<file path="config.mk">
export PLATFORM = sky130hd
export DESIGN_NAME = touch_sample_qualifier_flat
export DESIGN_NICKNAME = d
export VERILOG_FILES = /design/src/rtl/tsq_pkg.sv /design/src/rtl/tsq_req_if.sv /design/src/rtl/tsq_rsp_if.sv /design/src/rtl/tsq_csr.sv /design/src/rtl/tsq_eval.sv /design/src/rtl/touch_sample_qualifier.sv /design/src/flat_wrapper.sv
export SDC_FILE = /design/constraint.sdc
export NUM_CORES = 1
export LEC_CHECK = 0
export BUFFER_PORTS_ARGS = -buffer_cell sky130_fd_sc_hd__buf_4
export CORE_ASPECT_RATIO = 1.2
export CORE_MARGIN = 8
export CORE_UTILIZATION = 50
export DETAILED_ROUTE_END_ITERATION = 10
export PLACE_DENSITY = 0.8
export SKIP_CTS_REPAIR_TIMING = 1
export SLEW_MARGIN = 20
export SYNTH_ARGS = -nofsm -noshare
export SYNTH_HDL_FRONTEND = slang
export SYNTH_HIERARCHICAL = 1
export SYNTH_SLANG_ARGS = --single-unit
</file>
<file path="constraint.sdc">
create_clock -name clock -period 9.55 [get_ports clock]
set_input_delay 0.955 -clock clock [delete_from_list [all_inputs] [get_ports clock]]
set_output_delay 0.955 -clock clock [all_outputs]
set_load 0.005 [all_outputs]
</file>
<file path="src/rtl/tsq_pkg.sv">
// ----------------------------------------------------------------------------
// tsq_pkg: touch sample qualifier shared definitions
// Types, register indexes, command codes and constants used by the qualifier
// modules and interfaces.
// ----------------------------------------------------------------------------
package tsq_pkg;

   // Field widths
   localparam int unsigned COORD_W    = 16;
   localparam int unsigned STATUS_W   = 9;
   localparam int unsigned JITTER_W   = 10;
   localparam int unsigned TICKS_W    = 3;
   localparam int unsigned PRESSURE_W = 8;
   localparam int unsigned CSR_IDX_W  = 3;
   localparam int unsigned CSR_DATA_W = 16;

   // Coordinates on this value (or zero) are treated as panel edge hits
   localparam logic [COORD_W-1:0] COORD_EDGE = 16'd1024;

   // Command codes
   localparam logic CMD_SAMPLE = 1'b0;
   localparam logic CMD_TICK   = 1'b1;

   // Register indexes
   localparam logic [CSR_IDX_W-1:0] REG_INVERT_AXES      = 3'd0;
   localparam logic [CSR_IDX_W-1:0] REG_X_LIMIT          = 3'd1;
   localparam logic [CSR_IDX_W-1:0] REG_Y_LIMIT          = 3'd2;
   localparam logic [CSR_IDX_W-1:0] REG_JITTER_THRESHOLD = 3'd3;
   localparam logic [CSR_IDX_W-1:0] REG_PENUP_TICKS      = 3'd4;

   // Register reset values
   localparam logic [COORD_W-1:0]  X_LIMIT_RESET     = 16'd1024;
   localparam logic [COORD_W-1:0]  Y_LIMIT_RESET     = 16'd1024;
   localparam logic [JITTER_W-1:0] JITTER_RESET      = 10'd4;
   localparam logic [TICKS_W-1:0]  PENUP_TICKS_RESET = 3'd3;

   // Status word layout: bits 8:6 operation count, bits 5:1 pending samples
   localparam int unsigned OPS_LSB  = 6;
   localparam int unsigned OPS_MSB  = 8;
   localparam int unsigned PEND_LSB = 1;
   localparam int unsigned PEND_MSB = 5;
   localparam logic [OPS_MSB-OPS_LSB:0] OPS_COMPLETE = 3'd2;

   // Squared Y step above 60 flags a fast move; 7*7 = 49 and 8*8 = 64, so
   // the test reduces to a step larger than 7.
   localparam logic [COORD_W-1:0] FAST_STEP_MAX = 16'd7;

   localparam logic [PRESSURE_W-1:0] PRESSURE_TOUCH = 8'd255;
   localparam logic [TICKS_W-1:0]    IDLE_MAX       = 3'd7;

   typedef struct packed {
      logic                invert_axes;
      logic [COORD_W-1:0]  x_limit;
      logic [COORD_W-1:0]  y_limit;
      logic [JITTER_W-1:0] jitter_threshold;
      logic [TICKS_W-1:0]  penup_ticks;
   } cfg_type;

   typedef struct packed {
      logic                command;
      logic [STATUS_W-1:0] status_word;
      logic                data_ready;
      logic [COORD_W-1:0]  sample_x;
      logic [COORD_W-1:0]  sample_y;
   } item_type;

   typedef struct packed {
      logic [COORD_W-1:0] prev_x;
      logic [COORD_W-1:0] prev_y;
      logic               first_point;
      logic [TICKS_W-1:0] idle_count;
      logic               timer_armed;
   } state_type;

   typedef struct packed {
      logic                  pen_down;
      logic [COORD_W-1:0]    pos_x;
      logic [COORD_W-1:0]    pos_y;
      logic [PRESSURE_W-1:0] pressure;
      logic                  fast_move;
   } result_type;

endpackage

</file>
<file path="src/rtl/tsq_req_if.sv">
// ----------------------------------------------------------------------------
// tsq_req_if: sample/tick request channel
// Valid/ready channel carrying one sample event or timer tick per transfer.
// ----------------------------------------------------------------------------
interface tsq_req_if
   import tsq_pkg::*;
();
   logic                valid;
   logic                ready;
   logic                command;
   logic [STATUS_W-1:0] status_word;
   logic                data_ready;
   logic [COORD_W-1:0]  sample_x;
   logic [COORD_W-1:0]  sample_y;

   modport source (
      output valid, command, status_word, data_ready, sample_x, sample_y,
      input  ready
   );

   modport sink (
      input  valid, command, status_word, data_ready, sample_x, sample_y,
      output ready
   );
endinterface

</file>
<file path="src/rtl/tsq_rsp_if.sv">
// ----------------------------------------------------------------------------
// tsq_rsp_if: touch report channel
// Valid/ready channel carrying one position or pen-up report per transfer.
// ----------------------------------------------------------------------------
interface tsq_rsp_if
   import tsq_pkg::*;
();
   logic                  valid;
   logic                  ready;
   logic                  pen_down;
   logic [COORD_W-1:0]    pos_x;
   logic [COORD_W-1:0]    pos_y;
   logic [PRESSURE_W-1:0] pressure;
   logic                  fast_move;

   modport source (
      output valid, pen_down, pos_x, pos_y, pressure, fast_move,
      input  ready
   );

   modport sink (
      input  valid, pen_down, pos_x, pos_y, pressure, fast_move,
      output ready
   );
endinterface

</file>
<file path="src/rtl/tsq_csr.sv">
// ----------------------------------------------------------------------------
// tsq_csr: configuration registers
// Write-only register bank holding inversion, limits, jitter and pen-up count.
// ----------------------------------------------------------------------------
module tsq_csr
   import tsq_pkg::*;
(
   input  logic                  clock,
   input  logic                  reset,
   input  logic                  csr_we,
   input  logic [CSR_IDX_W-1:0]  csr_index,
   input  logic [CSR_DATA_W-1:0] csr_wdata,
   output cfg_type               cfg
);

   cfg_type cfg_ff;
   cfg_type cfg_in;

   // Decode the write; unknown indexes leave everything alone
   always_comb begin
      cfg_in = cfg_ff;
      if (csr_we) begin
         case (csr_index)
            REG_INVERT_AXES:      cfg_in.invert_axes      = csr_wdata[0];
            REG_X_LIMIT:          cfg_in.x_limit          = csr_wdata[COORD_W-1:0];
            REG_Y_LIMIT:          cfg_in.y_limit          = csr_wdata[COORD_W-1:0];
            REG_JITTER_THRESHOLD: cfg_in.jitter_threshold = csr_wdata[JITTER_W-1:0];
            REG_PENUP_TICKS:      cfg_in.penup_ticks      = csr_wdata[TICKS_W-1:0];
            default:              cfg_in = cfg_ff;
         endcase
      end
   end

   always_ff @(posedge clock) begin
      if (reset) begin
         cfg_ff.invert_axes      <= 1'b0;
         cfg_ff.x_limit          <= X_LIMIT_RESET;
         cfg_ff.y_limit          <= Y_LIMIT_RESET;
         cfg_ff.jitter_threshold <= JITTER_RESET;
         cfg_ff.penup_ticks      <= PENUP_TICKS_RESET;
      end else begin
         cfg_ff <= cfg_in;
      end
   end

   assign cfg = cfg_ff;

endmodule

</file>
<file path="src/rtl/tsq_eval.sv">
// ----------------------------------------------------------------------------
// tsq_eval: sample qualification and report decision
// Combinational step: from one staged item, the configuration and the touch
// state, computes the next state and the report, if any.
// ----------------------------------------------------------------------------
module tsq_eval
   import tsq_pkg::*;
(
   input  item_type   item,
   input  cfg_type    cfg,
   input  state_type  cur,
   output state_type  nxt,
   output logic       emit,
   output result_type res
);

   logic [OPS_MSB-OPS_LSB:0]   ops;
   logic [PEND_MSB-PEND_LSB:0] pend;
   logic                       sample_ok;
   logic [COORD_W-1:0]         lx;
   logic [COORD_W-1:0]         ly;
   logic                       on_edge;
   logic [COORD_W-1:0]         dx;
   logic [COORD_W-1:0]         dy;
   logic [COORD_W-1:0]         thr;
   logic                       moved;

   assign ops  = item.status_word[OPS_MSB:OPS_LSB];
   assign pend = item.status_word[PEND_MSB:PEND_LSB];
   assign sample_ok = item.data_ready && (ops == OPS_COMPLETE) && (pend == '0);

   // Optional mirroring, clamped at zero
   always_comb begin
      if (cfg.invert_axes) begin
         lx = (cfg.x_limit > item.sample_x) ? cfg.x_limit - item.sample_x : '0;
         ly = (cfg.y_limit > item.sample_y) ? cfg.y_limit - item.sample_y : '0;
      end else begin
         lx = item.sample_x;
         ly = item.sample_y;
      end
   end

   assign on_edge = (lx == '0) || (lx == COORD_EDGE) || (ly == '0) || (ly == COORD_EDGE);

   // Movement against the last reported point
   assign dx    = (cur.prev_x > lx) ? cur.prev_x - lx : lx - cur.prev_x;
   assign dy    = (cur.prev_y > ly) ? cur.prev_y - ly : ly - cur.prev_y;
   assign thr   = {{(COORD_W-JITTER_W){1'b0}}, cfg.jitter_threshold};
   assign moved = (dx > thr) || (dy > thr);

   // Decision
   always_comb begin
      nxt  = cur;
      emit = 1'b0;
      res  = '0;
      if (item.command == CMD_TICK) begin
         if (cur.timer_armed) begin
            if (cur.idle_count >= cfg.penup_ticks) begin
               // pen-up report: all fields zero
               emit            = 1'b1;
               nxt.first_point = 1'b1;
               nxt.timer_armed = 1'b0;
            end
            if (cur.idle_count != IDLE_MAX) begin
               nxt.idle_count = cur.idle_count + 1'b1;
            end
         end
      end else begin
         nxt.idle_count = '0;
         if (sample_ok) begin
            nxt.timer_armed = 1'b1;
            if (!on_edge && (cur.first_point || moved)) begin
               emit            = 1'b1;
               nxt.first_point = 1'b0;
               nxt.prev_x      = lx;
               nxt.prev_y      = ly;
               res.pen_down    = 1'b1;
               res.pos_x       = lx;
               res.pos_y       = ly;
               res.pressure    = PRESSURE_TOUCH;
               res.fast_move   = !cur.first_point && (dy > FAST_STEP_MAX);
            end
         end
      end
   end

endmodule

</file>
<file path="src/rtl/touch_sample_qualifier.sv">
// ----------------------------------------------------------------------------
// touch_sample_qualifier: touch sample qualifier top level
// Input register, qualification step, touch state and report register.
// ----------------------------------------------------------------------------
//
//   channel   direction  transfer / payload
//   req       in         valid & ready; command, status_word, data_ready,
//                        sample_x, sample_y
//   rsp       out        valid & ready; pen_down, pos_x, pos_y, pressure,
//                        fast_move
//   csr       in         csr_we; csr_index, csr_wdata (write only)
//
// One item per cycle sustained while rsp takes reports. An accepted item sits in
// the input register, is evaluated there against the touch state, and its
// report, if any, is captured in the report register and presented on rsp.
// Reset (synchronous) restores register defaults and clears state.
// A report held by rsp stalls the input register; req ready then drops.
// ----------------------------------------------------------------------------
module touch_sample_qualifier
   import tsq_pkg::*;
(
   input  logic                  clock,
   input  logic                  reset,
   tsq_req_if.sink               req,
   tsq_rsp_if.source             rsp,
   input  logic                  csr_we,
   input  logic [CSR_IDX_W-1:0]  csr_index,
   input  logic [CSR_DATA_W-1:0] csr_wdata
);

   cfg_type    cfg;
   item_type   s1_item_ff;
   logic       s1_valid_ff;
   state_type  state_ff;
   state_type  state_in;
   result_type out_ff;
   logic       out_valid_ff;
   logic       emit;
   result_type res;
   logic       out_free;
   logic       s1_adv;
   logic       req_xfer;

   tsq_csr u_csr (
      .clock     (clock),
      .reset     (reset),
      .csr_we    (csr_we),
      .csr_index (csr_index),
      .csr_wdata (csr_wdata),
      .cfg       (cfg)
   );

   tsq_eval u_eval (
      .item (s1_item_ff),
      .cfg  (cfg),
      .cur  (state_ff),
      .nxt  (state_in),
      .emit (emit),
      .res  (res)
   );

   // Handshake control
   assign out_free  = !out_valid_ff || rsp.ready;
   assign s1_adv    = s1_valid_ff && out_free;
   assign req.ready = !s1_valid_ff || s1_adv;
   assign req_xfer  = req.valid && req.ready;

   // Input register
   always_ff @(posedge clock) begin
      if (reset) begin
         s1_valid_ff <= 1'b0;
      end else if (req.ready) begin
         s1_valid_ff <= req.valid;
      end
      if (req_xfer) begin
         s1_item_ff.command     <= req.command;
         s1_item_ff.status_word <= req.status_word;
         s1_item_ff.data_ready  <= req.data_ready;
         s1_item_ff.sample_x    <= req.sample_x;
         s1_item_ff.sample_y    <= req.sample_y;
      end
   end

   // Touch state, updated once per evaluated item
   always_ff @(posedge clock) begin
      if (reset) begin
         state_ff.prev_x      <= '0;
         state_ff.prev_y      <= '0;
         state_ff.first_point <= 1'b1;
         state_ff.idle_count  <= '0;
         state_ff.timer_armed <= 1'b0;
      end else if (s1_adv) begin
         state_ff <= state_in;
      end
   end

   // Report register
   always_ff @(posedge clock) begin
      if (reset) begin
         out_valid_ff <= 1'b0;
      end else if (out_free) begin
         out_valid_ff <= s1_adv && emit;
      end
      if (s1_adv && emit) begin
         out_ff <= res;
      end
   end

   assign rsp.valid     = out_valid_ff;
   assign rsp.pen_down  = out_ff.pen_down;
   assign rsp.pos_x     = out_ff.pos_x;
   assign rsp.pos_y     = out_ff.pos_y;
   assign rsp.pressure  = out_ff.pressure;
   assign rsp.fast_move = out_ff.fast_move;

   // A staged item is never dropped while the report side stalls
   a_stage_hold: assert property (@(posedge clock) disable iff (reset)
      s1_valid_ff && !s1_adv |=> s1_valid_ff)
      else $error("staged item lost during stall");

   // A sample event always leaves the idle count cleared
   a_idle_clear: assert property (@(posedge clock) disable iff (reset)
      s1_adv && s1_item_ff.command == CMD_SAMPLE |=> state_ff.idle_count == '0)
      else $error("idle count not cleared by sample");

   // Issuing pen-up disarms the timer and marks the next point as first
   a_penup_state: assert property (@(posedge clock) disable iff (reset)
      s1_adv && emit && !res.pen_down |=> state_ff.first_point && !state_ff.timer_armed)
      else $error("pen-up did not reset touch state");

   // Pen-up reports carry zero payload
   a_penup_zero: assert property (@(posedge clock) disable iff (reset)
      rsp.valid && !rsp.pen_down |->
         rsp.pos_x == '0 && rsp.pos_y == '0 && rsp.pressure == '0 && !rsp.fast_move)
      else $error("pen-up report with nonzero payload");

   // Position reports never sit on the zero edge and carry full pressure
   a_touch_report: assert property (@(posedge clock) disable iff (reset)
      rsp.valid && rsp.pen_down |->
         rsp.pos_x != '0 && rsp.pos_y != '0 && rsp.pressure == PRESSURE_TOUCH)
      else $error("malformed position report");

endmodule
</file>
<file path="src/flat_wrapper.sv">
// flat-port wrapper written by rule: the top's interface ports become plain ports
module touch_sample_qualifier_flat import tsq_pkg::*;
  (clock, reset, csr_we, csr_index, csr_wdata, req_valid, req_command, req_status_word, req_data_ready, req_sample_x, req_sample_y, req_ready, rsp_valid, rsp_pen_down, rsp_pos_x, rsp_pos_y, rsp_pressure, rsp_fast_move, rsp_ready);
  tsq_req_if req_i ();
  tsq_rsp_if rsp_i ();
  input  logic clock;
  input  logic reset;
  input  logic csr_we;
  input  logic [CSR_IDX_W-1:0] csr_index;
  input  logic [CSR_DATA_W-1:0] csr_wdata;
  input wire logic [$bits(req_i.valid)-1:0] req_valid;
  input wire logic [$bits(req_i.command)-1:0] req_command;
  input wire logic [$bits(req_i.status_word)-1:0] req_status_word;
  input wire logic [$bits(req_i.data_ready)-1:0] req_data_ready;
  input wire logic [$bits(req_i.sample_x)-1:0] req_sample_x;
  input wire logic [$bits(req_i.sample_y)-1:0] req_sample_y;
  output wire logic [$bits(req_i.ready)-1:0] req_ready;
  output wire logic [$bits(rsp_i.valid)-1:0] rsp_valid;
  output wire logic [$bits(rsp_i.pen_down)-1:0] rsp_pen_down;
  output wire logic [$bits(rsp_i.pos_x)-1:0] rsp_pos_x;
  output wire logic [$bits(rsp_i.pos_y)-1:0] rsp_pos_y;
  output wire logic [$bits(rsp_i.pressure)-1:0] rsp_pressure;
  output wire logic [$bits(rsp_i.fast_move)-1:0] rsp_fast_move;
  input wire logic [$bits(rsp_i.ready)-1:0] rsp_ready;
  assign req_i.valid = req_valid;
  assign req_i.command = req_command;
  assign req_i.status_word = req_status_word;
  assign req_i.data_ready = req_data_ready;
  assign req_i.sample_x = req_sample_x;
  assign req_i.sample_y = req_sample_y;
  assign req_ready = req_i.ready;
  assign rsp_valid = rsp_i.valid;
  assign rsp_pen_down = rsp_i.pen_down;
  assign rsp_pos_x = rsp_i.pos_x;
  assign rsp_pos_y = rsp_i.pos_y;
  assign rsp_pressure = rsp_i.pressure;
  assign rsp_fast_move = rsp_i.fast_move;
  assign rsp_i.ready = rsp_ready;
  touch_sample_qualifier u_core (.clock(clock), .reset(reset), .req(req_i), .rsp(rsp_i), .csr_we(csr_we), .csr_index(csr_index), .csr_wdata(csr_wdata));
endmodule
</file>
==> results of run 1 <==
-- where the power goes --
group | internal (uW) | total [uW] | switching (uW)
registers | 778 | 789 | 10.7
logic | 162 | 387 | 225
clock network | 366 | 682 | 316
total | 1310 | 1860 | 552
-- per-layer routing --
metal,vias up,track usage,share of wire
met1,5063,0.261,0.44
met3,57,0.0393,0.058
met4,0,0.0809,0.025
li1,5239,-,-
met2,323,0.360,0.48
met5,-,0,0
-- worst max-delay path: cells and delay by family (launching register included) --
| kind | cells | cell delay (ns) |
|---|---|---|
| AND/OR/NAND/NOR | 9 | 2.32 |
| buffers and inverters | 3 | 0.43 |
| adder cells (fa/ha/maj) | 4 | 1.20 |
| AO/OA/AOI/OAI | 14 | 4.23 |
| flip-flops | 1 | 0.31 |
| XOR/XNOR | 1 | 0.21 |
-- cells in the final DEF, fill, tap and decap left out, drive strengths merged, types with 8 or more instances in the layout --
cell,n
and2,8
o21ai,61
buf,118
a22oi,8
o21bai,8
and3,12
nor3,9
clkbuf,18
xnor2,27
a21o,50
xor2,23
nor4,14
a31oi,11
o22ai,13
mux2i,126
o31ai,8
o21a,21
edfxtp,84
inv,128
nand3,17
nor2b,19
nor2,88
nand4,17
ha,118
a21oi,84
nand2b,141
dfxtp,85
nand2,64
-- sequential cells by signal, indices dropped and copies added, names as in the netlist --
name,count
u_core/s1_valid_ff,1
u_core/rsp.valid,1
u_core/rsp.pressure,8
u_core/state_ff,37
u_core/rsp.pos_y,16
u_core/s1_item_ff,42
u_core/rsp.fast_move,1
u_core/rsp.pen_down,1
u_core/u_csr/cfg,46
u_core/rsp.pos_x,16
-- final cells by class --
type	instances	area, um2
Clock buffer	18	429
Inverter	123	464
Clock inverter	14	140
Tap cell	330	413
Fill cell	2296	11100
Multi-Input combinational cell	1067	7910
Timing Repair Buffer	118	902
Sequential cell	169	4220
-- worst paths after layout --
check | from | to | slack (ns) | depth (start not counted)
worst max-delay path | u_core/u_csr/cfg[13]$_SDFFE_PP0P_ | u_core/rsp.pos_y[2]$_DFFE_PP_ | 0.50 | 31
worst max register to register | u_core/u_csr/cfg[13]$_SDFFE_PP0P_ | u_core/rsp.pos_y[2]$_DFFE_PP_ | 0.50 | 31
worst min register to register | u_core/u_csr/cfg[10]$_SDFFE_PP0P_ | u_core/u_csr/cfg[10]$_SDFFE_PP0P_ | 0.48 | 2
worst min-delay path | u_core/u_csr/cfg[10]$_SDFFE_PP0P_ | u_core/u_csr/cfg[10]$_SDFFE_PP0P_ | 0.48 | 2
-- through the flow --
stage	hold slack [ns]	power, uW	utilization	area (um2)
global placement	0.462	1180	0.545	13900
floorplan	0.449	1080	-	13000
CTS	0.478	1870	0.567	14500
finish	0.480	1860	0.567	14500
detailed placement	0.463	1180	0.545	13900
global route	0.495	1940	0.567	14500
==> impl_results.html, run 1 <==
<table>
<tr><th>Metric</th><th>Value</th></tr>
<tr><th colspan="2">Status</th></tr>
<tr><td>Run status</td><td>completed</td></tr>
<tr><th colspan="2">Clocking</th></tr>
<tr><td>Clock transition at the registers of the reported paths</td><td>0.07 ns</td></tr>
<tr><td>Worst-skew pair later-pin latency</td><td>0.44 ns</td></tr>
<tr><td>Number of buffers on the longest clock path</td><td>2</td></tr>
<tr><td># clock sinks</td><td>169</td></tr>
<tr><td>Clock tree from TritonCTS</td><td>built</td></tr>
<tr><td>CTS H-tree lvls</td><td>4</td></tr>
<tr><td>TritonCTS Buffers</td><td>17</td></tr>
<tr><td>Root cell of the clock tree</td><td>clkbuf_16</td></tr>
<tr><th colspan="2">Critical path</th></tr>
<tr><td>Cell type of the slowest stage on the worst timing path</td><td>a2111oi_0</td></tr>
<tr><td>Data arrival time at the worst-slack endpoint</td><td>9.19 ns</td></tr>
<tr><td>Crit end category</td><td>register</td></tr>
<tr><td>WS Path Type</td><td>register to register</td></tr>
<tr><td>Critical path fanouts, max</td><td>34</td></tr>
<tr><td>Startpoint class of the critical path</td><td>register</td></tr>
<tr><td>Cell repeated most along the worst path</td><td>ha_1</td></tr>
<tr><td>Highest cell delay on the worst timing path</td><td>0.68 ns</td></tr>
<tr><td>Required arrival time at the worst endpoint</td><td>roughly 9.7 ns</td></tr>
<tr><th colspan="2">Detailed routing</th></tr>
<tr><td>Routed WL</td><td>33,500 um</td></tr>
<tr><td>First-pass iteration count of the detailed router</td><td>5</td></tr>
<tr><td>Number of vias per cell</td><td>about 5.8</td></tr>
<tr><td>Post-route DRC violation count</td><td>0</td></tr>
<tr><td>Number of DRC markers after the initial detailed-route iteration</td><td>~800</td></tr>
<tr><td>Vias after detailed routing</td><td>10.7k</td></tr>
<tr><td>Average routed wire per standard cell</td><td>18.2 um</td></tr>
<tr><td>Count of nets left with antenna violations after detail routing</td><td>0</td></tr>
<tr><th colspan="2">GRT</th></tr>
<tr><td>Maximum number of pins on one net before global-route repair</td><td>142</td></tr>
<tr><td>Number of global-route vias before repair</td><td>10.6k</td></tr>
<tr><td>GRT Residual Overflow</td><td>0</td></tr>
<tr><td>First-pass GRT wire length</td><td>between 50,000 and 60,000 um</td></tr>
<tr><td>Initial antenna violation count</td><td>0</td></tr>
<tr><td>Aggregate global-route resource usage</td><td>0.211</td></tr>
<tr><th colspan="2">Synth</th></tr>
<tr><td>Synthesized area per cell</td><td>9.09 um2</td></tr>
<tr><td>Synthesized netlist cell count</td><td>approximately 1.4k</td></tr>
<tr><td>Total standard cell area after synthesis</td><td>13,000 um2</td></tr>
<tr><td>Synthesized netlist net count</td><td>~1.6k</td></tr>
<tr><td>Count of synthesis-stage warnings from yosys</td><td>6</td></tr>
<tr><th colspan="2">STA</th></tr>
<tr><td>Slew at the pin closest to its max-slew limit</td><td>about 0.96 ns</td></tr>
<tr><td>Achievable Freq</td><td>0.111 GHz</td></tr>
<tr><td>Final count of pins violating max slew</td><td>0</td></tr>
<tr><td>Setup repair after global routing missed its margin</td><td>false</td></tr>
<tr><td>Final count of negative-setup-slack endpoints</td><td>0</td></tr>
<tr><td>Fin crit share</td><td>0.947</td></tr>
<tr><td>Final number of hold-violating endpoints</td><td>0</td></tr>
<tr><td>Max_slew headroom</td><td>0.357</td></tr>
<tr><td>Final min period</td><td>9.05 ns</td></tr>
<tr><td>Fin Setup TNS</td><td>0 ns</td></tr>
<tr><td>Fin worst setup slack</td><td>0.502 ns</td></tr>
<tr><td>Maximum clock skew at final layout</td><td>0.00807 ns</td></tr>
<tr><th colspan="2">Floorplan</th></tr>
<tr><td>Height of the chip</td><td>193 um</td></tr>
<tr><td>Placeable core region</td><td>25,500 um2</td></tr>
<tr><td>Number of core rows</td><td>64</td></tr>
<tr><td>Die width</td><td>approximately 160 um</td></tr>
<tr><td>Die area</td><td>31,500 um2</td></tr>
<tr><td>Initial core utilization</td><td>0.510</td></tr>
<tr><td>Number of top-level pins</td><td>111</td></tr>
<tr><th colspan="2">Pwr</th></tr>
<tr><td>Pwr/cell area</td><td>128 nW/um2</td></tr>
<tr><td>Peak supply drop</td><td>0.000135 V</td></tr>
<tr><td>Leakage power</td><td>0.00609 uW</td></tr>
<tr><th colspan="2">Placement</th></tr>
<tr><td>Post-place setup slack</td><td>0.665 ns</td></tr>
<tr><td>Detailed Place HPWL</td><td>25,600 um</td></tr>
<tr><td>Placed cell count</td><td>1,807</td></tr>
<tr><td>Gpl congestion</td><td>0.939</td></tr>
<tr><td>Count of input and output buffers</td><td>109</td></tr>
<tr><th colspan="2">Finish</th></tr>
<tr><td>Antenna Cells</td><td>0</td></tr>
<tr><td>P&amp;R area growth vs syn</td><td>11.1%</td></tr>
<tr><td># nets final</td><td>between 1.5k and 2k</td></tr>
<tr><td>Share of final-layout standard cells stronger than drive strength 1</td><td>0.115</td></tr>
<tr><td>Final Instance Count excl. Fillers</td><td>1,839</td></tr>
<tr><th colspan="2">Min path</th></tr>
<tr><td>Hold crit path type</td><td>register to register</td></tr>
<tr><th colspan="2">Job</th></tr>
<tr><td>Number of maximum-capacitance constraint violations</td><td>0</td></tr>
</table>
(Power assumes the default switching activity.)
==> run 2: changes to the inputs <==
CELL_PAD_IN_SITES_DETAIL_PLACEMENT = 1   (was default)
CELL_PAD_IN_SITES_GLOBAL_PLACEMENT = 2   (was default)
CORE_UTILIZATION = 39   (was 50)
CTS_BUF_LIST = sky130_fd_sc_hd__clkbuf_4 sky130_fd_sc_hd__clkbuf_8   (was default)
PLACE_DENSITY = 0.93   (was 0.8)
==> run 2 against run 1 <==
Against the previous run:
- global-route usage fell by 1.3 points
- setup slack improved by 0.30 ns
- non-clock buffer count rose by 3
- die area rose by 26%
- clock skew rose by 0.015 ns
==> impl_results.html, run 2 (synthesized netlist as in run 1, its figures left out) <==
<table>
<tr><th>Metric</th><th>Value</th></tr>
<tr><th colspan="2">Critical path</th></tr>
<tr><td>Startpoint class of the critical path</td><td>register</td></tr>
<tr><td>R2R cell count</td><td>33 (+6.5%)</td></tr>
<tr><td>Data arrival time at the worst-slack endpoint</td><td>9.17 ns (-0.02 ns)</td></tr>
<tr><td>Required arrival time at the worst endpoint</td><td>9.97 ns (+0.28 ns)</td></tr>
<tr><td>Critical path fanouts, max</td><td>35 (+2.9%)</td></tr>
<tr><td>WS Path Type</td><td>register to register</td></tr>
<tr><td>Highest cell delay on the worst timing path</td><td>0.76 ns (+0.08 ns)</td></tr>
<tr><td>Cell type of the slowest stage on the worst timing path</td><td>a2111oi_0</td></tr>
<tr><td>Crit end category</td><td>register</td></tr>
<tr><th colspan="2">Detailed routing</th></tr>
<tr><td>Average routed wire per standard cell</td><td>19.9 um (+9.4%)</td></tr>
<tr><td>Vias after detailed routing</td><td>10.8k (+1.2%)</td></tr>
<tr><td>Number of vias per cell</td><td>5.51 (-5.1%)</td></tr>
<tr><td>Post-route DRC violation count</td><td>0 (unchanged)</td></tr>
<tr><td>Routed WL</td><td>39,100 um (+17%)</td></tr>
<tr><td>Count of nets left with antenna violations after detail routing</td><td>0 (unchanged)</td></tr>
<tr><td>First-pass iteration count of the detailed router</td><td>5 (unchanged)</td></tr>
<tr><td>Number of DRC markers after the initial detailed-route iteration</td><td>537 (-32%)</td></tr>
<tr><th colspan="2">Finish</th></tr>
<tr><td>Flip-flop count of the largest register after layout</td><td>46 (unchanged)</td></tr>
<tr><td>Area of all placed cells without fillers</td><td>14,500 um2 (+0.41%)</td></tr>
<tr><td>Area occupied by registers</td><td>4220 um2 (unchanged)</td></tr>
<tr><td>Share of final-layout standard cells stronger than drive strength 1</td><td>0.116 (+0.00109)</td></tr>
<tr><td># nets final</td><td>1,689 (+0.18%)</td></tr>
<tr><td>Most common cell after layout, fill and taps aside</td><td>nand2b_1</td></tr>
<tr><td>Area of combinational cells with multiple inputs</td><td>7920 um2 (about the same)</td></tr>
<tr><td>Commonest cells after routing, fill and taps aside</td><td>nand2b_1 (141), mux2i_1 (126), inv_1 (122), buf_4 (119), ha_1 (118)</td></tr>
<tr><td>P&amp;R area growth vs syn</td><td>11.5%</td></tr>
<tr><td>Final Instance Count excl. Fillers</td><td>1,962 (+6.7%)</td></tr>
<tr><td>Antenna Cells</td><td>0 (unchanged)</td></tr>
<tr><td># fillers</td><td>3,935 (+71%)</td></tr>
<tr><th colspan="2">Floorplan</th></tr>
<tr><td>Die width</td><td>183 um (+12%)</td></tr>
<tr><td>Initial core utilization</td><td>0.394 (-0.116)</td></tr>
<tr><td>Placeable core region</td><td>33,100 um2 (+29%)</td></tr>
<tr><td>Number of core rows</td><td>73 (+14%)</td></tr>
<tr><td>Die area</td><td>39,600 um2 (+26%)</td></tr>
<tr><td>Number of top-level pins</td><td>111 (unchanged)</td></tr>
<tr><td>Height of the chip</td><td>216 um (+12%)</td></tr>
<tr><th colspan="2">Min path</th></tr>
<tr><td>Count of cells along the worst hold path</td><td>2 (unchanged)</td></tr>
<tr><td>Hold crit path type</td><td>register to register</td></tr>
<tr><th colspan="2">STA</th></tr>
<tr><td>Final count of negative-setup-slack endpoints</td><td>0 (unchanged)</td></tr>
<tr><td>Final count of pins violating max slew</td><td>0 (unchanged)</td></tr>
<tr><td>Max_slew headroom</td><td>0.402 (+0.0449)</td></tr>
<tr><td>Setup repair after global routing missed its margin</td><td>false</td></tr>
<tr><td>Maximum clock skew at final layout</td><td>0.0227 ns (+0.0146 ns)</td></tr>
<tr><td>Final min period</td><td>8.75 ns (-0.302 ns)</td></tr>
<tr><td>Final number of hold-violating endpoints</td><td>0 (unchanged)</td></tr>
<tr><td>Achievable Freq</td><td>0.114 GHz (+3.5%)</td></tr>
<tr><td>Fin Setup TNS</td><td>0 ns (unchanged)</td></tr>
<tr><td>Fin crit share</td><td>0.916 (-0.0317)</td></tr>
<tr><td>Slew at the pin closest to its max-slew limit</td><td>0.888 ns (-0.0767 ns)</td></tr>
<tr><th colspan="2">Clocking</th></tr>
<tr><td>Clock tree from TritonCTS</td><td>built</td></tr>
<tr><td>Number of buffers on the longest clock path</td><td>2 (unchanged)</td></tr>
<tr><td>Clock transition at the registers of the reported paths</td><td>0.10 ns (+0.03 ns)</td></tr>
<tr><td>Root cell of the clock tree</td><td>clkbuf_8</td></tr>
<tr><td>Worst-skew pair later-pin latency</td><td>0.51 ns (+0.07 ns)</td></tr>
<tr><td># clock sinks</td><td>169 (unchanged)</td></tr>
<tr><td>CTS H-tree lvls</td><td>4 (unchanged)</td></tr>
<tr><td>TritonCTS Buffers</td><td>17 (unchanged)</td></tr>
<tr><th colspan="2">Pwr</th></tr>
<tr><td>Pwr/cell area</td><td>123 nW/um2 (-4.3%)</td></tr>
<tr><td>Sequential share of power</td><td>0.442 (+0.017)</td></tr>
<tr><td>Switching Share</td><td>0.311 (+0.0137)</td></tr>
<tr><td>Power consumption</td><td>1790 uW (-3.9%)</td></tr>
<tr><td>Internal Power</td><td>1230 uW (-5.7%)</td></tr>
<tr><td>Clock Power Share</td><td>0.332 (-0.035)</td></tr>
<tr><td>NetSw</td><td>555 uW (+0.56%)</td></tr>
<tr><td>Combinational share of power</td><td>0.226 (+0.018)</td></tr>
<tr><td>Peak supply drop</td><td>0.0000750 V (-45%)</td></tr>
<tr><td>Leakage power</td><td>0.00605 uW (-0.64%)</td></tr>
<tr><th colspan="2">Placement</th></tr>
<tr><td>Placed cell count</td><td>1,930 (+6.8%)</td></tr>
<tr><td>Detailed Place HPWL</td><td>30,200 um (+18%)</td></tr>
<tr><td>Cell area reported after detailed placement</td><td>14,100 um2 (+1.3%)</td></tr>
<tr><td>Gpl congestion</td><td>0.860 (-8.4%)</td></tr>
<tr><td>Count of input and output buffers</td><td>109 (unchanged)</td></tr>
<tr><th colspan="2">Job</th></tr>
<tr><td>Number of maximum-capacitance constraint violations</td><td>0 (unchanged)</td></tr>
<tr><th colspan="2">Status</th></tr>
<tr><td>Run status</td><td>completed</td></tr>
<tr><th colspan="2">GRT</th></tr>
<tr><td>Initial antenna violation count</td><td>0 (unchanged)</td></tr>
<tr><td>Number of global-route vias before repair</td><td>11.6k (+9.5%)</td></tr>
<tr><td>GRT Residual Overflow</td><td>0 (unchanged)</td></tr>
<tr><td>First-pass GRT wire length</td><td>62,500 um (+17%)</td></tr>
<tr><td>Maximum number of pins on one net before global-route repair</td><td>105 (-26%)</td></tr>
<tr><td>Aggregate global-route resource usage</td><td>0.198 (-0.0133)</td></tr>
</table>
## run 2: layout make-up
type | count | share of cell area
well taps | 450 | 0.0387
repair buffers | 121 | 0.0642
inverters | 123 | 0.0319
clock buffers | 17 | 0.0161
multi-input cells | 1067 | 0.544
clock inverters | 15 | 0.0143
flip-flops and latches | 169 | 0.290
## run 2: power by group through the flow
stage	Sequential, uW	Combinational [uW]	Clock, uW
floorplan	800	281	0
global placement	806	386	0
detailed placement	807	398	0
CTS	790	401	612
global route	792	443	639
finish	790	403	593
## run 2: final timing paths
| check | start | to | slack [ns] |
|---|---|---|---|
| worst max-delay path | u_core/s1_item_ff[0]$_DFFE_PP_ | u_core/state_ff[17]$_SDFFE_PP0P_ | 0.80 |
| worst min-delay path | u_core/u_csr/cfg[4]$_SDFFE_PP0P_ | u_core/u_csr/cfg[4]$_SDFFE_PP0P_ | 0.49 |
| worst max register to register | u_core/s1_item_ff[0]$_DFFE_PP_ | u_core/state_ff[17]$_SDFFE_PP0P_ | 0.80 |
| worst min register to register | u_core/u_csr/cfg[4]$_SDFFE_PP0P_ | u_core/u_csr/cfg[4]$_SDFFE_PP0P_ | 0.49 |
## run 2: worst max-delay path, delay by kind of cell (launching register included)
family                   cells  cell delay [ns]
AND/OR/NAND/NOR              7             1.76
buffers and inverters        4             0.60
flip-flops                   1             0.39
AO/OA/AOI/OAI               14             3.58
XOR/XNOR                     2             0.44
adder cells (fa/ha/maj)      4             1.48
multiplexers                 2             0.34
## run 2: per-layer routing
layer / track usage / vias up / wire length [um]
li1: - / 5231 / -
met1: 0.232 / 5336 / 16600
met2: 0.355 / 188 / 20100
met3: 0.0328 / 55 / 1240
met4: 0.0757 / 0 / 1120
met5: 0 / - / 0
## run 2: per-stage QoR
stage	util	hold slack (ns)	setup slack, ns
3_5_place_dp	0.426	0.470	0.743
6_report	0.440	0.488	0.804
3_3_place_gp	0.426	0.460	0.666
5_1_grt	0.440	0.510	0.200
2_1_floorplan	-	0.449	0.839
4_1_cts	0.440	0.493	0.672
==> run 3: changes to the inputs <==
CORE_MARGIN = 2   (was 8)
CTS_BUF_LIST = sky130_fd_sc_hd__clkbuf_8 sky130_fd_sc_hd__clkbuf_16   (was sky130_fd_sc_hd__clkbuf_4 sky130_fd_sc_hd__clkbuf_8)
==> run 3 against run 2 <==
Against the previous run:
- worst hold slack lost 0.0042 ns
- largest power group unchanged
- setup slack gained 0.073 ns
- total power grew 5.9%
==> impl_results.html, run 3 (synthesized netlist as in run 1, its figures left out) <==
<table>
<tr><th>Metric</th><th>Value</th></tr>
<tr><th colspan="2">Detailed routing</th></tr>
<tr><td>Average routed wire per standard cell</td><td>19.6 um (-1.8%)</td></tr>
<tr><td>Count of nets left with antenna violations after detail routing</td><td>0 (unchanged)</td></tr>
<tr><td>Vias after detailed routing</td><td>10.8k (-0.019%)</td></tr>
<tr><td>First-pass iteration count of the detailed router</td><td>5 (unchanged)</td></tr>
<tr><td>Post-route DRC violation count</td><td>0 (unchanged)</td></tr>
<tr><td>Number of vias per cell</td><td>5.50 (-0.12%)</td></tr>
<tr><td>Number of DRC markers after the initial detailed-route iteration</td><td>485 (-9.7%)</td></tr>
<tr><td>Routed WL</td><td>38,400 um (-1.7%)</td></tr>
<tr><th colspan="2">GRT</th></tr>
<tr><td>Maximum number of pins on one net before global-route repair</td><td>108 (+2.9%)</td></tr>
<tr><td>Initial antenna violation count</td><td>0 (unchanged)</td></tr>
<tr><td>GRT Residual Overflow</td><td>0 (unchanged)</td></tr>
<tr><td>First-pass GRT wire length</td><td>60,100 um (-3.8%)</td></tr>
<tr><td>Aggregate global-route resource usage</td><td>0.223 (+0.0252)</td></tr>
<tr><td>Number of global-route vias before repair</td><td>11.3k (-2.4%)</td></tr>
<tr><th colspan="2">Finish</th></tr>
<tr><td>Final Instance Count excl. Fillers</td><td>1,964 (+0.10%)</td></tr>
<tr><td>Most common cell after layout, fill and taps aside</td><td>nand2b_1</td></tr>
<tr><td>Flip-flop count of the largest register after layout</td><td>46 (unchanged)</td></tr>
<tr><td>Share of final-layout standard cells stronger than drive strength 1</td><td>0.119 (+0.00249)</td></tr>
<tr><td># nets final</td><td>1,691 (+0.12%)</td></tr>
<tr><td>Area of combinational cells with multiple inputs</td><td>7920 um2 (unchanged)</td></tr>
<tr><td># fillers</td><td>3,890 (-1.1%)</td></tr>
<tr><td>Commonest cells after routing, fill and taps aside</td><td>nand2b_1 (141), mux2i_1 (126), inv_1 (123), buf_4 (121), ha_1 (118)</td></tr>
<tr><td>Area occupied by registers</td><td>4220 um2 (unchanged)</td></tr>
<tr><td>P&amp;R area growth vs syn</td><td>12.7%</td></tr>
<tr><td>Antenna Cells</td><td>0 (unchanged)</td></tr>
<tr><th colspan="2">Clocking</th></tr>
<tr><td>Number of buffers on the longest clock path</td><td>2 (unchanged)</td></tr>
<tr><td>Clock transition at the registers of the reported paths</td><td>0.07 ns (-0.03 ns)</td></tr>
<tr><td>Root cell of the clock tree</td><td>clkbuf_16</td></tr>
<tr><td># clock sinks</td><td>169 (unchanged)</td></tr>
<tr><td>TritonCTS Buffers</td><td>17 (unchanged)</td></tr>
<tr><td>Worst-skew pair later-pin latency</td><td>0.46 ns (-0.05 ns)</td></tr>
<tr><td>Clock tree from TritonCTS</td><td>built</td></tr>
<tr><td>CTS H-tree lvls</td><td>4 (unchanged)</td></tr>
<tr><th colspan="2">Floorplan</th></tr>
<tr><td>Die width</td><td>171 um (-6.6%)</td></tr>
<tr><td>Die area</td><td>34,900 um2 (-12%)</td></tr>
<tr><td>Number of top-level pins</td><td>111 (unchanged)</td></tr>
<tr><td>Initial core utilization</td><td>0.394 (unchanged)</td></tr>
<tr><td>Height of the chip</td><td>204 um (-5.5%)</td></tr>
<tr><td>Placeable core region</td><td>33,100 um2 (unchanged)</td></tr>
<tr><td>Number of core rows</td><td>73 (unchanged)</td></tr>
<tr><th colspan="2">Placement</th></tr>
<tr><td>Gpl congestion</td><td>0.902 (+4.8%)</td></tr>
<tr><td>Post-place setup slack</td><td>0.839 ns (+0.0953 ns)</td></tr>
<tr><td>Detailed Place HPWL</td><td>29,600 um (-1.9%)</td></tr>
<tr><td>Count of input and output buffers</td><td>109 (unchanged)</td></tr>
<tr><td>Placed cell count</td><td>1,932 (+0.10%)</td></tr>
<tr><th colspan="2">Pwr</th></tr>
<tr><td>Peak supply drop</td><td>0.0000877 V (+17%)</td></tr>
<tr><td>Power consumption</td><td>1890 uW (+5.9%)</td></tr>
<tr><td>Pwr/cell area</td><td>129 nW/um2 (+4.9%)</td></tr>
<tr><td>Leakage power</td><td>0.00612 uW (+1.1%)</td></tr>
<tr><th colspan="2">STA</th></tr>
<tr><td>Max_slew headroom</td><td>0.433 (+0.0313)</td></tr>
<tr><td>Fin crit share</td><td>0.908 (-0.00761)</td></tr>
<tr><td>Fin worst setup slack</td><td>0.877 ns (+0.0727 ns)</td></tr>
<tr><td>Final count of pins violating max slew</td><td>0 (unchanged)</td></tr>
<tr><td>Final number of hold-violating endpoints</td><td>0 (unchanged)</td></tr>
<tr><td>Slew at the pin closest to its max-slew limit</td><td>0.850 ns (-0.0375 ns)</td></tr>
<tr><td>Setup repair after global routing missed its margin</td><td>false</td></tr>
<tr><td>Fin Setup TNS</td><td>0 ns (unchanged)</td></tr>
<tr><td>Maximum clock skew at final layout</td><td>0.0118 ns (-0.0109 ns)</td></tr>
<tr><td>Final min period</td><td>8.67 ns (-0.0727 ns)</td></tr>
<tr><td>Final count of negative-setup-slack endpoints</td><td>0 (unchanged)</td></tr>
<tr><td>Achievable Freq</td><td>0.115 GHz (+0.84%)</td></tr>
<tr><th colspan="2">Critical path</th></tr>
<tr><td>Cell type of the slowest stage on the worst timing path</td><td>a2111oi_0</td></tr>
<tr><td>WS Path Type</td><td>register to register</td></tr>
<tr><td>Startpoint class of the critical path</td><td>register</td></tr>
<tr><td>Highest cell delay on the worst timing path</td><td>0.71 ns (-0.05 ns)</td></tr>
<tr><td>Crit end category</td><td>register</td></tr>
<tr><td>R2r startpoint</td><td>u_core/s1_item_ff[0]$_DFFE_PP_</td></tr>
<tr><td>Critical path fanouts, max</td><td>28 (-20%)</td></tr>
<tr><td>Start point of the critical path</td><td>u_core/s1_item_ff[0]$_DFFE_PP_</td></tr>
<tr><td>Data arrival time at the worst-slack endpoint</td><td>8.87 ns (-0.30 ns)</td></tr>
<tr><td>Required arrival time at the worst endpoint</td><td>9.75 ns (-0.22 ns)</td></tr>
<tr><th colspan="2">Min path</th></tr>
<tr><td>Hold crit path type</td><td>register to register</td></tr>
<tr><td>Start point of the worst hold path</td><td>u_core/u_csr/cfg[4]$_SDFFE_PP0P_</td></tr>
<tr><th colspan="2">Status</th></tr>
<tr><td>Run status</td><td>completed</td></tr>
<tr><th colspan="2">Job</th></tr>
<tr><td>Number of maximum-capacitance constraint violations</td><td>0 (unchanged)</td></tr>
</table>
run 3: cell types whose count changed in the layout (fill, tap and decap cells not counted):
cell        previous run  this run
buf_4                119       121
bufinv_16              4         0
clkbuf_16              0        17
clkbuf_8              17         0
clkinv_1               3         0
clkinv_4               0         2
clkinv_8               0         2
clkinvlp_4             1         2
inv_1                122       123
inv_6                  4         3
inv_8                  3         5
run 3: path summary, 6_finish.rpt:
path,endpoint,slack (ns),cells past startpoint
max,u_core/rsp.pos_y[8]$_DFFE_PP_,0.88,33
min reg2reg,u_core/u_csr/cfg[4]$_SDFFE_PP0P_,0.48,2
max reg2reg,u_core/rsp.pos_y[8]$_DFFE_PP_,0.88,33
min,u_core/u_csr/cfg[4]$_SDFFE_PP0P_,0.48,2
run 3: layout make-up:
type / instances / area share
inverter: 123 / 0.0316
sequential: 169 / 0.287
multi-input combinational: 1067 / 0.539
clock buffer: 17 / 0.0289
clock inverter: 15 / 0.0103
tap: 450 / 0.0383
timing repair buffer: 123 / 0.0645
run 3: routing by layer:
metal,vias to the layer above,part of all wire,track usage
met1,5309,0.43,0.264
met3,69,0.031,0.0349
li1,5234,-,-
met4,0,0.036,0.0962
met5,-,0,0
met2,196,0.50,0.399
run 3: critical path, delay by kind of cell (launching register included):
kind                     cells  cell delay (ns)
flip-flops                   1             0.39
XOR/XNOR                     2             0.42
AO/OA/AOI/OAI               15             3.69
adder cells (fa/ha/maj)      4             1.42
buffers and inverters        3             0.44
AND/OR/NAND/NOR              9             2.01
run 3: stage by stage:
| step | hold slack (ns) | area, um2 | utilization |
|---|---|---|---|
| floorplan | 0.449 | 13000 | - |
| global placement | 0.459 | 14100 | 0.427 |
| detailed placement | 0.465 | 14100 | 0.427 |
| CTS | 0.486 | 14700 | 0.444 |
| global route | 0.512 | 14700 | 0.444 |
| finish | 0.484 | 14700 | 0.444 |
run 3: power breakdown:
part | switching (uW) | leakage, uW | internal, uW | total [uW]
clock network | 352 | 0.000281 | 348 | 700
logic | 239 | 0.00445 | 162 | 401
registers | 12.6 | 0.00139 | 778 | 790
total | 604 | 0.00612 | 1290 | 1890
